File: config.mk
export PLATFORM = sky130hd
export DESIGN_NAME = convex_polygon_containment
export DESIGN_NICKNAME = d
export VERILOG_FILES = /design/src/hdl/cpc_pkg.sv /design/src/hdl/cpc_vertex_mem.sv /design/src/hdl/cpc_side_unit.sv /design/src/hdl/convex_polygon_containment.sv
export SDC_FILE = /design/constraint.sdc
export NUM_CORES = 2
export LEC_CHECK = 0
export ABC_CLOCK_PERIOD_IN_PS = 8700
export BUFFER_PORTS_ARGS = -buffer_cell sky130_fd_sc_hd__buf_2
export CELL_PAD_IN_SITES_DETAIL_PLACEMENT = 1
export CELL_PAD_IN_SITES_GLOBAL_PLACEMENT = 1
export CORE_MARGIN = 2
export CORE_UTILIZATION = 30
export DETAILED_ROUTE_END_ITERATION = 10
export MAX_ROUTING_LAYER = met4
export PLACE_DENSITY_LB_ADDON = 0.3
export RECOVER_POWER = 25
export SKIP_CTS_REPAIR_TIMING = 1
export SLEW_MARGIN = 5
export SYNTH_ARGS = -nofsm -noshare
export SYNTH_HDL_FRONTEND = slang
export SYNTH_SLANG_ARGS = --single-unit
File: constraint.sdc
create_clock -name clk -period 8.7 [get_ports clk]
set_input_delay 0.87 -clock clk [delete_from_list [all_inputs] [get_ports clk]]
set_output_delay 0.87 -clock clk [all_outputs]
set_load 0.02 [all_outputs]
File: src/hdl/cpc_pkg.sv
// shared constants, types and helpers for the convex polygon containment block
// no dependencies
package cpc_pkg;

	localparam int MAX_VERTICES = 16;
	localparam int COORD_WIDTH  = 16;
	localparam int IDX_W        = $clog2(MAX_VERTICES);
	localparam int CNT_W        = $clog2(MAX_VERTICES + 1);
	localparam int DIFF_W       = COORD_WIDTH + 1;
	localparam int PROD_W       = 2 * DIFF_W;

	typedef logic [1:0] side_t;
	localparam side_t SIDE_BELOW = 2'd0;
	localparam side_t SIDE_ABOVE = 2'd1;
	localparam side_t SIDE_ON    = 2'd2;
	localparam side_t SIDE_NONE  = 2'd3;

	typedef logic [1:0] action_t;
	localparam action_t ACT_CLEAR = 2'd0;
	localparam action_t ACT_ADD   = 2'd1;
	localparam action_t ACT_QUERY = 2'd2;

	typedef logic signed [COORD_WIDTH-1:0] coord_t;

	// tag that travels with each side test through the shared unit
	typedef struct packed {
		logic             vld;
		logic             keep;
		logic             last;
		logic [IDX_W-1:0] idx;
	} side_tag_t;

	typedef struct packed {
		logic             en;
		logic [IDX_W-1:0] addr;
		coord_t           x;
		coord_t           y;
	} vm_wr_t;

	typedef struct packed {
		coord_t ax;
		coord_t ay;
		coord_t bx;
		coord_t by;
	} vm_rd_t;

	// following vertex around the polygon
	function automatic logic [IDX_W-1:0] next_idx(input logic [IDX_W-1:0] i,
			input logic [CNT_W-1:0] cnt);
		logic [CNT_W-1:0] nx;
		nx = {1'b0, i} + CNT_W'(1);
		if (nx >= cnt) begin
			return '0;
		end
		return nx[IDX_W-1:0];
	endfunction

endpackage

File: src/hdl/cpc_vertex_mem.sv
// vertex coordinate store: one write port, two registered read ports
// depends on cpc_pkg
module cpc_vertex_mem (
	input  logic                           clk,
	input  cpc_pkg::vm_wr_t                wr,
	input  logic [cpc_pkg::IDX_W-1:0]      ra_addr,
	input  logic [cpc_pkg::IDX_W-1:0]      rb_addr,
	output cpc_pkg::vm_rd_t                rd
);
	import cpc_pkg::*;

	coord_t mem_x [MAX_VERTICES];
	coord_t mem_y [MAX_VERTICES];

	always_ff @(posedge clk) begin
		if (wr.en) begin
			mem_x[wr.addr] <= wr.x;
			mem_y[wr.addr] <= wr.y;
		end
	end

	always_ff @(posedge clk) begin
		rd.ax <= mem_x[ra_addr];
		rd.ay <= mem_y[ra_addr];
		rd.bx <= mem_x[rb_addr];
		rd.by <= mem_y[rb_addr];
	end

endmodule

File: src/hdl/cpc_side_unit.sv
// shared side test: which side of edge (x1,y1)-(x2,y2) the point (x3,y3) lies on
// three pipeline stages, exact cross-product sign; depends on cpc_pkg
module cpc_side_unit (
	input  logic                 clk,
	input  logic                 arst_n,
	input  cpc_pkg::side_tag_t   tag_in,
	input  cpc_pkg::coord_t      x1,
	input  cpc_pkg::coord_t      y1,
	input  cpc_pkg::coord_t      x2,
	input  cpc_pkg::coord_t      y2,
	input  cpc_pkg::coord_t      x3,
	input  cpc_pkg::coord_t      y3,
	output cpc_pkg::side_tag_t   tag_out,
	output cpc_pkg::side_t       side
);
	import cpc_pkg::*;

	logic signed [DIFF_W-1:0] run_d, rise_d, dx_d, dy_d;
	side_t                    vcode_d;

	logic signed [DIFF_W-1:0] run_s1, rise_s1, dx_s1, dy_s1;
	logic                     vert_s1;
	side_t                    vcode_s1;
	side_tag_t                tag_s1;

	logic signed [PROD_W-1:0] p_d, q_d;
	logic signed [PROD_W-1:0] p_s2, q_s2;
	logic                     vert_s2, neg_s2;
	side_t                    vcode_s2;
	side_tag_t                tag_s2;

	logic signed [PROD_W:0]   diff_d;
	side_t                    code_d;
	side_t                    side_s3;
	side_tag_t                tag_s3;

	assign run_d  = DIFF_W'(x2) - DIFF_W'(x1);
	assign rise_d = DIFF_W'(y2) - DIFF_W'(y1);
	assign dx_d   = DIFF_W'(x3) - DIFF_W'(x1);
	assign dy_d   = DIFF_W'(y3) - DIFF_W'(y1);

	// vertical and zero-length edges
	always_comb begin
		if (y1 == y2) begin
			vcode_d = SIDE_ON;
		end else if (x3 > x1) begin
			vcode_d = SIDE_BELOW;
		end else if (x3 < x1) begin
			vcode_d = SIDE_ABOVE;
		end else begin
			vcode_d = SIDE_ON;
		end
	end

	always_ff @(posedge clk) begin
		run_s1   <= run_d;
		rise_s1  <= rise_d;
		dx_s1    <= dx_d;
		dy_s1    <= dy_d;
		vert_s1  <= (x1 == x2);
		vcode_s1 <= vcode_d;
	end

	// 17-bit signed operands, sign-extended to the product width
	assign p_d = PROD_W'(rise_s1) * PROD_W'(dx_s1);
	assign q_d = PROD_W'(dy_s1) * PROD_W'(run_s1);

	always_ff @(posedge clk) begin
		p_s2     <= p_d;
		q_s2     <= q_d;
		vert_s2  <= vert_s1;
		neg_s2   <= run_s1[DIFF_W-1];
		vcode_s2 <= vcode_s1;
	end

	// sign of (line y - point y) * run, flipped when the edge runs leftwards
	assign diff_d = (PROD_W+1)'(p_s2) - (PROD_W+1)'(q_s2);

	always_comb begin
		if (vert_s2) begin
			code_d = vcode_s2;
		end else if (diff_d == '0) begin
			code_d = SIDE_ON;
		end else if (diff_d[PROD_W] ^ neg_s2) begin
			code_d = SIDE_ABOVE;
		end else begin
			code_d = SIDE_BELOW;
		end
	end

	always_ff @(posedge clk) begin
		side_s3 <= code_d;
	end

	always_ff @(posedge clk or negedge arst_n) begin
		if (!arst_n) begin
			tag_s1 <= '0;
			tag_s2 <= '0;
			tag_s3 <= '0;
		end else begin
			tag_s1 <= tag_in;
			tag_s2 <= tag_s1;
			tag_s3 <= tag_s2;
		end
	end

	assign tag_out = tag_s3;
	assign side    = side_s3;

endmodule

File: src/hdl/convex_polygon_containment.sv
// convex polygon containment: sequencer, edge side store and flags
// depends on cpc_pkg, cpc_vertex_mem and cpc_side_unit
//
//  channel  | signals                                          | handshake
//  ---------+--------------------------------------------------+---------------------
//  command  | action, coord_x, coord_y, recheck                | start && !busy
//  result   | answer, convex, vertex_count, full_error         | done, one cycle
//
// clear, unused action codes, refused adds, unchecked adds, checked adds that leave
// fewer than three vertices and queries without a convex polygon: result next cycle.
// query: one side test per vertex, one per cycle through the side unit.
// checked add: each edge loads its endpoints from the vertex store, then streams
// every vertex through the three-stage side unit.
// arst_n clears the count and convex flag; the stores need no clearing pass.
// busy stays high while an item is in work; results cannot be held off.
module convex_polygon_containment (
	input  logic                              clk,
	input  logic                              arst_n,
	input  logic                              start,
	output logic                              busy,
	input  logic [1:0]                        action,
	input  logic [cpc_pkg::COORD_WIDTH-1:0]   coord_x,
	input  logic [cpc_pkg::COORD_WIDTH-1:0]   coord_y,
	input  logic                              recheck,
	output logic                              done,
	output logic                              answer,
	output logic                              convex,
	output logic [cpc_pkg::CNT_W-1:0]         vertex_count,
	output logic                              full_error
);
	import cpc_pkg::*;

	typedef enum logic [6:0] {
		S_IDLE    = 7'b0000001,
		S_EDGE_RD = 7'b0000010,
		S_EDGE_LD = 7'b0000100,
		S_STREAM  = 7'b0001000,
		S_DRAIN   = 7'b0010000,
		S_QUERY   = 7'b0100000,
		S_QDRAIN  = 7'b1000000
	} state_t;

	state_t           state_q;
	logic [CNT_W-1:0] count_q;
	logic             convex_q;
	logic             done_q, answer_q, full_q;
	logic [IDX_W-1:0] edge_q, ptr_q;
	logic             ok_q, fresh_q, fail_q, qmode_q;
	side_t            code_q;
	coord_t           ex1_q, ey1_q, ex2_q, ey2_q, px_q, py_q;
	side_tag_t        issue_q;

	side_t            edge_side [MAX_VERTICES];

	logic             accept;
	logic             store_full;
	logic [CNT_W-1:0] count_inc;
	vm_wr_t           wr;
	vm_rd_t           rd;
	logic [IDX_W-1:0] ra_addr, rb_addr;
	logic [IDX_W-1:0] edge_nx, ptr_nx;
	side_tag_t        issue_d, res_tag;
	side_t            res_side;
	side_t            code_n;
	logic             fresh_n, fail_n, ok_n;
	logic             res_last;
	logic             es_we;
	logic [IDX_W-1:0] es_addr;
	side_t            es_data;
	coord_t           ux1, uy1, ux2, uy2, ux3, uy3;

	assign busy       = (state_q != S_IDLE);
	assign accept     = start && !busy;
	assign store_full = (count_q >= CNT_W'(MAX_VERTICES));
	assign count_inc  = count_q + CNT_W'(1);
	assign edge_nx    = next_idx(edge_q, count_q);
	assign ptr_nx     = next_idx(ptr_q, count_q);

	assign wr.en   = accept && (action == ACT_ADD) && !store_full;
	assign wr.addr = count_q[IDX_W-1:0];
	assign wr.x    = coord_x;
	assign wr.y    = coord_y;

	always_comb begin
		ra_addr = ptr_q;
		rb_addr = edge_nx;
		case (state_q)
			S_EDGE_RD: begin
				ra_addr = edge_q;
				rb_addr = edge_nx;
			end
			S_QUERY: begin
				ra_addr = ptr_q;
				rb_addr = ptr_nx;
			end
			default: begin
				ra_addr = ptr_q;
				rb_addr = edge_nx;
			end
		endcase
	end

	cpc_vertex_mem u_vmem (
		.clk     (clk),
		.wr      (wr),
		.ra_addr (ra_addr),
		.rb_addr (rb_addr),
		.rd      (rd)
	);

	// issue one side test per cycle while streaming; tag lines up with read data
	always_comb begin
		issue_d.vld  = (state_q == S_STREAM) || (state_q == S_QUERY);
		issue_d.keep = (state_q == S_QUERY) || ((ptr_q != edge_q) && (ptr_q != edge_nx));
		issue_d.last = ({1'b0, ptr_q} == (count_q - CNT_W'(1)));
		issue_d.idx  = ptr_q;
	end

	always_ff @(posedge clk or negedge arst_n) begin
		if (!arst_n) begin
			issue_q <= '0;
		end else begin
			issue_q <= issue_d;
		end
	end

	assign ux1 = qmode_q ? rd.ax : ex1_q;
	assign uy1 = qmode_q ? rd.ay : ey1_q;
	assign ux2 = qmode_q ? rd.bx : ex2_q;
	assign uy2 = qmode_q ? rd.by : ey2_q;
	assign ux3 = qmode_q ? px_q  : rd.ax;
	assign uy3 = qmode_q ? py_q  : rd.ay;

	cpc_side_unit u_side (
		.clk     (clk),
		.arst_n  (arst_n),
		.tag_in  (issue_q),
		.x1      (ux1),
		.y1      (uy1),
		.x2      (ux2),
		.y2      (uy2),
		.x3      (ux3),
		.y3      (uy3),
		.tag_out (res_tag),
		.side    (res_side)
	);

	// fold returning side tests into the edge code or the query verdict
	always_comb begin
		code_n  = code_q;
		fresh_n = fresh_q;
		if (res_tag.vld && res_tag.keep && (res_side != SIDE_ON)) begin
			if (fresh_q) begin
				code_n  = res_side;
				fresh_n = 1'b0;
			end else if (res_side != code_q) begin
				code_n = SIDE_NONE;
			end
		end
		fail_n = fail_q || (res_tag.vld && (res_side != SIDE_ON) &&
				(res_side != edge_side[res_tag.idx]));
		ok_n     = ok_q && (code_n != SIDE_NONE);
		res_last = res_tag.vld && res_tag.last;
	end

	always_comb begin
		es_we   = 1'b0;
		es_addr = count_q[IDX_W-1:0];
		es_data = SIDE_NONE;
		if (wr.en) begin
			es_we = 1'b1;
		end else if ((state_q == S_DRAIN) && res_last) begin
			es_we   = 1'b1;
			es_addr = edge_q;
			es_data = code_n;
		end
	end

	always_ff @(posedge clk) begin
		if (es_we) begin
			edge_side[es_addr] <= es_data;
		end
	end

	// edge endpoints and query point
	always_ff @(posedge clk) begin
		if (state_q == S_EDGE_LD) begin
			ex1_q <= rd.ax;
			ey1_q <= rd.ay;
			ex2_q <= rd.bx;
			ey2_q <= rd.by;
		end
		if (accept) begin
			px_q <= coord_x;
			py_q <= coord_y;
		end
	end

	always_ff @(posedge clk or negedge arst_n) begin
		if (!arst_n) begin
			state_q  <= S_IDLE;
			count_q  <= '0;
			convex_q <= 1'b0;
			done_q   <= 1'b0;
			answer_q <= 1'b0;
			full_q   <= 1'b0;
			edge_q   <= '0;
			ptr_q    <= '0;
			ok_q     <= 1'b0;
			fresh_q  <= 1'b1;
			fail_q   <= 1'b0;
			qmode_q  <= 1'b0;
			code_q   <= SIDE_NONE;
		end else begin
			done_q  <= 1'b0;
			code_q  <= code_n;
			fresh_q <= fresh_n;
			fail_q  <= fail_n;
			case (state_q)
				S_IDLE: begin
					if (accept) begin
						full_q <= 1'b0;
						case (action)
							ACT_CLEAR: begin
								count_q  <= '0;
								convex_q <= 1'b0;
								answer_q <= 1'b1;
								done_q   <= 1'b1;
							end
							ACT_ADD: begin
								if (store_full) begin
									answer_q <= 1'b0;
									full_q   <= 1'b1;
									done_q   <= 1'b1;
								end else begin
									count_q <= count_inc;
									if (!recheck) begin
										answer_q <= 1'b1;
										done_q   <= 1'b1;
									end else if (count_inc < CNT_W'(3)) begin
										// too few vertices: every edge already undetermined
										convex_q <= 1'b0;
										answer_q <= 1'b0;
										done_q   <= 1'b1;
									end else begin
										edge_q  <= '0;
										ok_q    <= 1'b1;
										qmode_q <= 1'b0;
										state_q <= S_EDGE_RD;
									end
								end
							end
							ACT_QUERY: begin
								if (!convex_q || (count_q == '0)) begin
									answer_q <= 1'b0;
									done_q   <= 1'b1;
								end else begin
									ptr_q   <= '0;
									fail_q  <= 1'b0;
									qmode_q <= 1'b1;
									state_q <= S_QUERY;
								end
							end
							default: begin
								answer_q <= 1'b0;
								done_q   <= 1'b1;
							end
						endcase
					end
				end
				S_EDGE_RD: begin
					state_q <= S_EDGE_LD;
				end
				S_EDGE_LD: begin
					ptr_q   <= '0;
					fresh_q <= 1'b1;
					code_q  <= SIDE_NONE;
					state_q <= S_STREAM;
				end
				S_STREAM: begin
					ptr_q <= ptr_q + IDX_W'(1);
					if (issue_d.last) begin
						state_q <= S_DRAIN;
					end
				end
				S_DRAIN: begin
					if (res_last) begin
						if ({1'b0, edge_q} == (count_q - CNT_W'(1))) begin
							convex_q <= ok_n;
							answer_q <= ok_n;
							done_q   <= 1'b1;
							state_q  <= S_IDLE;
						end else begin
							ok_q    <= ok_n;
							edge_q  <= edge_q + IDX_W'(1);
							state_q <= S_EDGE_RD;
						end
					end
				end
				S_QUERY: begin
					ptr_q <= ptr_q + IDX_W'(1);
					if (issue_d.last) begin
						state_q <= S_QDRAIN;
					end
				end
				S_QDRAIN: begin
					if (res_last) begin
						answer_q <= !fail_n;
						done_q   <= 1'b1;
						state_q  <= S_IDLE;
					end
				end
				default: begin
					state_q <= S_IDLE;
				end
			endcase
		end
	end

	assign done         = done_q;
	assign answer       = answer_q;
	assign full_error   = full_q;
	assign convex       = convex_q;
	assign vertex_count = count_q;

endmodule

======== After elaboration in Yosys (flattened, before gate mapping) ========
Memories as Yosys holds them, arrays and structs flattened. A register that Yosys moved wholly into a read port is not among the register bits.
Index checks and enable logic that the tools add are counted.
Widths: inputs -> output; s select.
word-level totals
  flip-flop bits (word level) ............. 299
  memory bits (writable) .................. 544
  bits of input ports ..................... 38
  output and inout port bits .............. 10
  logic and storage cells ................. 260
  memories kept ........................... 3
memories
  memory        depth  width  read ports  clocked after memory_dff  wr ports  RTL line                          source
  u_vmem.mem_x  16     16     2           2                         1         cpc_vertex_mem.sv:12              coord_t mem_x [MAX_VERTICES];
  u_vmem.mem_y  16     16     2           2                         1         cpc_vertex_mem.sv:13              coord_t mem_y [MAX_VERTICES];
  edge_side     16     2      1           0                         1         convex_polygon_containment.sv:53  side_t edge_side [MAX_VERTICES];
operators by class
  $add $sub $neg .......................... 11
  multipliers ............................. 2
  $lt $le $gt $ge ......................... 6
  equal/unequal tests ..................... 46
  muxes and demuxes ....................... 105
  bitwise operators ....................... 1
  reductions and logical operators ........ 38
operators by type and width
  kind                 count
  $mux 16              6
  $mux 4               18
  $mul 17x17->34       2
  $sub 16x16->17       4
  $mux 7               9
  $pmux 7 s7           1
  $mux 1               47
  $logic_not 35->1     1
  $sub 34x34->35       1
  $ne 2x2->1 const B   17
  $eq 16x16->1         2
  $mux 2               11
  $ne 3x3->1 const B   6
  $gt 16x16->1         1
  $lt 16x16->1         1
  $reduce_and 8->1     2
  $pmux 7 s2           1
  $reduce_and 7->1     2
  $pmux 4 s3           1
  $logic_and 1x1->1    11
  $add 4x1->5 const B  2
  $eq 4x5->1           2
  $ge 5x5->1           2
  $pmux 1 s2           5
  other kinds (35)     54

======== Longest topological paths before layout ========
  word-level depth ........................ 9
  depth in mapped cells ................... 25
  depth with buffers taken out ............ 24

======== Cells and area by module ========
A second synthesis with hierarchy kept.
second synthesis, totals
  cells, all modules ...................... 5069
  area, all modules ....................... 62667.6 µm²
by module, submodules not included
  module                      times used  cells each  area each (µm²)  sequential area each (µm²)
  cpc_side_unit               1           3317        30376.6          3428.3
  cpc_vertex_mem              1           1141        24186.9          16656.0
  convex_polygon_containment  1           611         8104.0           4774.6

======== Worst setup path before layout ========
OpenSTA, ideal clock, no wires.
  path kind ............................... register -> register
  start ................................... reg u_side.dx_s1[9]
  end ..................................... reg u_side.p_s2[33]
  setup time .............................. 0.120 ns
  arrival time ............................ 5.896 ns
  data required time ...................... 8.580 ns
  slack ................................... 2.684 ns
  cell stages (with the launch flop) ...... 22
  path buffers ............................ 2
  period minus slack after synthesis ...... 6.016 ns
  path through ............................ dfxtp_1 > clkbuf_1 > clkbuf_1 > nand2_1 > fa_1 > inv_1 > fa_1 > fa_1 > fa_1 > fa_1 > inv_1 > fa_1 > inv_1 > ha_1 > a2111oi_0 > nand3b_1 > o21ai_0 > o41ai_1 > a211oi_1 > o21ai_1 > a21oi_1 > xnor2_1
on the way
  word-level cells in the longest chain between the ends .. 1
RTL lines
  item                      RTL line             source
  start: declaration        cpc_side_unit.sv:21  logic signed [DIFF_W-1:0] run_s1, rise_s1, dx_s1, dy_s1;
  start signal: assignment  cpc_side_unit.sv:58  dx_s1 <= dx_d;
  $mul 17x17->34            cpc_side_unit.sv:65  assign p_d = PROD_W'(rise_s1) * PROD_W'(dx_s1);
  named net u_side.p_d[33]  cpc_side_unit.sv:26  logic signed [PROD_W-1:0] p_d, q_d;
  end signal: assignment    cpc_side_unit.sv:69  p_s2 <= p_d;
  end: declaration          cpc_side_unit.sv:27  logic signed [PROD_W-1:0] p_s2, q_s2;
The timed path passes the listed nets, and every way through them passes these cells.
A chain may end at the register's enable or synchronous reset.

======== Final worst setup path ========
  start ................................... reg u_side.rise_s1[5]
  end ..................................... reg u_side.p_s2[33]
on the way
  word-level cells in the longest chain between the ends .. 1
RTL lines
  item                      RTL line             source
  start: declaration        cpc_side_unit.sv:21
  start signal: assignment  cpc_side_unit.sv:57  rise_s1 <= rise_d;
  $mul 17x17->34            cpc_side_unit.sv:65
  named net u_side.p_d[33]  cpc_side_unit.sv:26
The timed path passes the listed nets, and every way through them passes these cells.

==> run_results.csv <==
group,metric,value,unit
cts,cts_tree,"yes",
flow_run,maxCapViolations,0,
timing,setup_violations,0,
yosys,syn-cell-area,63700,um^2
yosys,synth_edf_count,640,
die,dieArea,216000,um^2
drt,ant_nets,0,
grt,grt_start_max_net_pins,171,
yosys,syn_nets,7077,
timing,worstMarginPinSlew,1.23,ns
timing,slew_headroom,17.9,%
yosys,synthArstFlopShare,6.39,%
die,core_area,211000,um^2
drt,wire_per_inst,23.2,um
grt,grt_usage,19.7,%
setup_path,critPathMaxStageDelay,1.02,ns
setup_path,critPathKind,"register to register",
drt,drc,0,
grt,grt_pass1_wl,313000,um
setup_path,crit_chain,"and2_1, fa_1, inv_1, fa_1, fa_1, fa_1, inv_1, fa_1, inv_1, fa_1, inv_1, ha_1, o2111ai_1, o21ai_1, o21ai_0, o41ai_1, a211oi_1, o21ai_1, a21oi_1, xnor2_1",
timing,rsz0062_at_grt,"false",
cts,clk_latency,0.78,ns
setup_path,worst_ep_required_time,9.32,ns
yosys,synth-seq-area-share,39.1,%
cts,path_clk_slew,0.07,ns
timing,fin_skew,0.0510,ns
final_layout,fillers,23800,
grt,grt_overflow,0,
die,io_pins,48,
setup_path,cp-start-kind,"register",
drt,first_iter_violations,2844,
cts,htree_num_levels,3,
grt,grt_pass1_vias,49300,
die,start_util,30.1,%
cts,cts_root_buf,"clkbuf_16",
setup_path,worstSetupEndpointType,"register",
yosys,synth-seq-cells,907,
die,die_x,465,um
grt,antenna_found_initial,18,
yosys,syn_inst,6154,
yosys,synth_cell_types,86,
yosys,synth_warnings,0,
final_layout,multi_input_area,35200,um^2
cts,clock_path_buffers,3,
placement,port_buffers,47,
cts,cts_buffers,104,
final_layout,nNetsFinal,6990,
yosys,synth_ff_type,"edfxtp_1",
timing,finalHoldViolCount,0,
die,die_h,465,um
final_layout,drive_gt1_share,6.35,%
final_layout,regArea,24900,um^2
drt,avgViaCountPerCell,5.11,
timing,setup_tns,0,ns
die,rows,169,
placement,place.gp.congestion,0.847,
placement,dpl.hpwl,143000,um
final_layout,syn_to_final_growth,10.9,%
hold_path,hold_class,"primary input to asynchronous set/reset pin",
setup_path,r2r_slack,1.61,ns
timing,final.min_clock_period,7.09,ns
setup_path,crit_fanout,17,
timing,drv_slew,0,
drt,routed_wl,209000,um
yosys,syn_avg_cell_area,10.3,um^2
setup_path,cpMostUsedCell,"fa_1",
drt,first_pass_iters,5,
timing,finalCritPeriodShare,81.5,%
setup_path,crit_arrival,7.71,ns
cts,cts.sinks,907,
outcome,status,"completed",
drt,via_count,45900,
setup_path,worst_path_max_delay_cell,"dfxtp_1",
timing,fmax,141,MHz
## routing by layer
layer / wire (um) / vias to the layer above / track usage [%]
met2: 100000 / 979 / 32.0
met3: 10700 / 295 / 3.16
met4: 6520 / 0 / 6.43
met1: 91000 / 24000 / 25.0
li1: - / 20700 / -
met5: 0 / - / -
## per-stage QoR
step / instance area [um^2] / hold slack, ns / util [%] / instances / setup slack (ns)
final: 70600 / 0.249 / 33.4 / 8994 / 1.61
after global routing: 70600 / 0.312 / 33.4 / 8993 / 1.23
after CTS: 70600 / 0.253 / 33.4 / 8978 / 1.64
after detailed placement: 67000 / 0.313 / 31.7 / 8782 / 1.70
after global placement: 67000 / 0.313 / 31.7 / 8782 / 1.79
after floorplan: 63700 / 0.310 / - / 6154 / 2.68
## worst paths after layout
path                                    startpoint  cells after the start                 end
worst max register to register   u_side.rise_s1[5]                     20     u_side.p_s2[33]
worst max-delay path             u_side.rise_s1[5]                     20     u_side.p_s2[33]
worst min register to register  u_side.vcode_s1[0]                      0  u_side.vcode_s2[0]
worst min-delay path                        arst_n                      2     vertex_count[4]
max in group asynchronous                   arst_n                      2             qmode_q
min in group clk                u_side.vcode_s1[0]                      0  u_side.vcode_s2[0]
## synthesized netlist by cell type, types with 10 or more instances
master       n  share of area [%]
nor2b_1     34               0.33
buf_2       26               0.20
xnor2_1    105                1.4
a21boi_1    10               0.12
o21bai_1    13               0.15
o31ai_1     11               0.13
nor3_1      57               0.45
xor2_1      34               0.47
a32oi_1     28               0.39
mux4_2      10               0.35
o21ai_1     49               0.39
mux2i_1     83                1.3
a21o_1      45               0.53
nand2b_1    34               0.33
o211ai_1    12               0.14
clkbuf_1   245                1.4
a22oi_1     41               0.48
o2111ai_1   10               0.14
a21oi_1    259                2.0
a311oi_1    68               0.94
nand2_1    928                5.5
nand3_1     53               0.42
a211oi_1   171                2.0
a32o_1      19               0.30
dfxtp_1    209                6.6
nand3b_1    11               0.13
mux2_2      62                1.1
inv_1      699                4.1
a31oi_1     79               0.78
o21a_1      24               0.28
dfrtp_1     54                2.1
fa_1       597                 19
and2_1     432                4.2
o22ai_1     62               0.61
edfxtp_1   640                 30
o21ai_0     90               0.71
nor4_1      21               0.21
buf_1       26               0.15
and3_1      34               0.33
nor2_1     337                2.0
ha_1       288                5.7
nand4_1     19               0.19
## sequential cells by signal, summed over array words and instances, names as in the netlist, 16 cells and up
signal,cells
edge_side,32
ex1_q,16
ex2_q,16
ey1_q,16
ey2_q,16
px_q,16
py_q,16
u_side.dx_s1,17
u_side.dy_s1,17
u_side.p_s2,34
u_side.q_s2,34
u_side.rise_s1,17
u_side.run_s1,17
u_vmem.mem_x,256
u_vmem.mem_y,256
u_vmem.rd,64
## final cells by class
| class | count | area share [%] |
|---|---|---|
| Multi-Input combinational cell | 4246 | 49.8 |
| Sequential cell | 907 | 35.2 |
| Tap cell | 2821 | 5.00 |
| Clock buffer | 132 | 4.04 |
| Inverter | 701 | 3.73 |
| Timing Repair Buffer | 107 | 1.09 |
| Clock inverter | 64 | 1.04 |
| Antenna cell | 16 | 0.0567 |
## layout by cell type (no fill, tap or decap), drive strengths merged, types with 24 or more instances in the layout
cell type	count
clkbuf	154
a211oi	171
nor2	337
nor4	24
fa	597
ha	288
a22oi	41
dfrtp	54
a31oi	79
nand2b	34
clkinv	45
xor2	34
nand2	928
and2	433
nor2b	34
a32oi	29
inv	706
a21o	46
o21a	24
mux2	62
o22ai	62
edfxtp	640
xnor2	105
o21ai	139
a311oi	68
a21oi	261
nor3	59
and3	34
mux2i	83
dfxtp	209
nand3	53
buf	85
## worst max-delay path: cells and delay by family, from the launching register on
kind,cells,cell delay [ns]
fa+ha+maj,7,3.20
compound gates,7,2.13
flops,1,1.02
simple gates,1,0.26
buf+inv,4,0.22
xor+xnor,1,0.13
## cell families after synthesis
kind of cell | count (synthesis) | share of synthesized area (%)
AND/OR/NAND/NOR | 2001 | 14.6
multiplexers | 155 | 2.76
flip-flops | 907 | 39.1
XOR/XNOR | 139 | 1.91
AO/OA/AOI/OAI | 1066 | 11.3
adder cells (fa/ha/maj) | 885 | 24.4
buffers and inverters | 1001 | 5.98
Power is not shown: default switching activity piles up to over one toggle a cycle in this logic, so the estimate is an artifact.
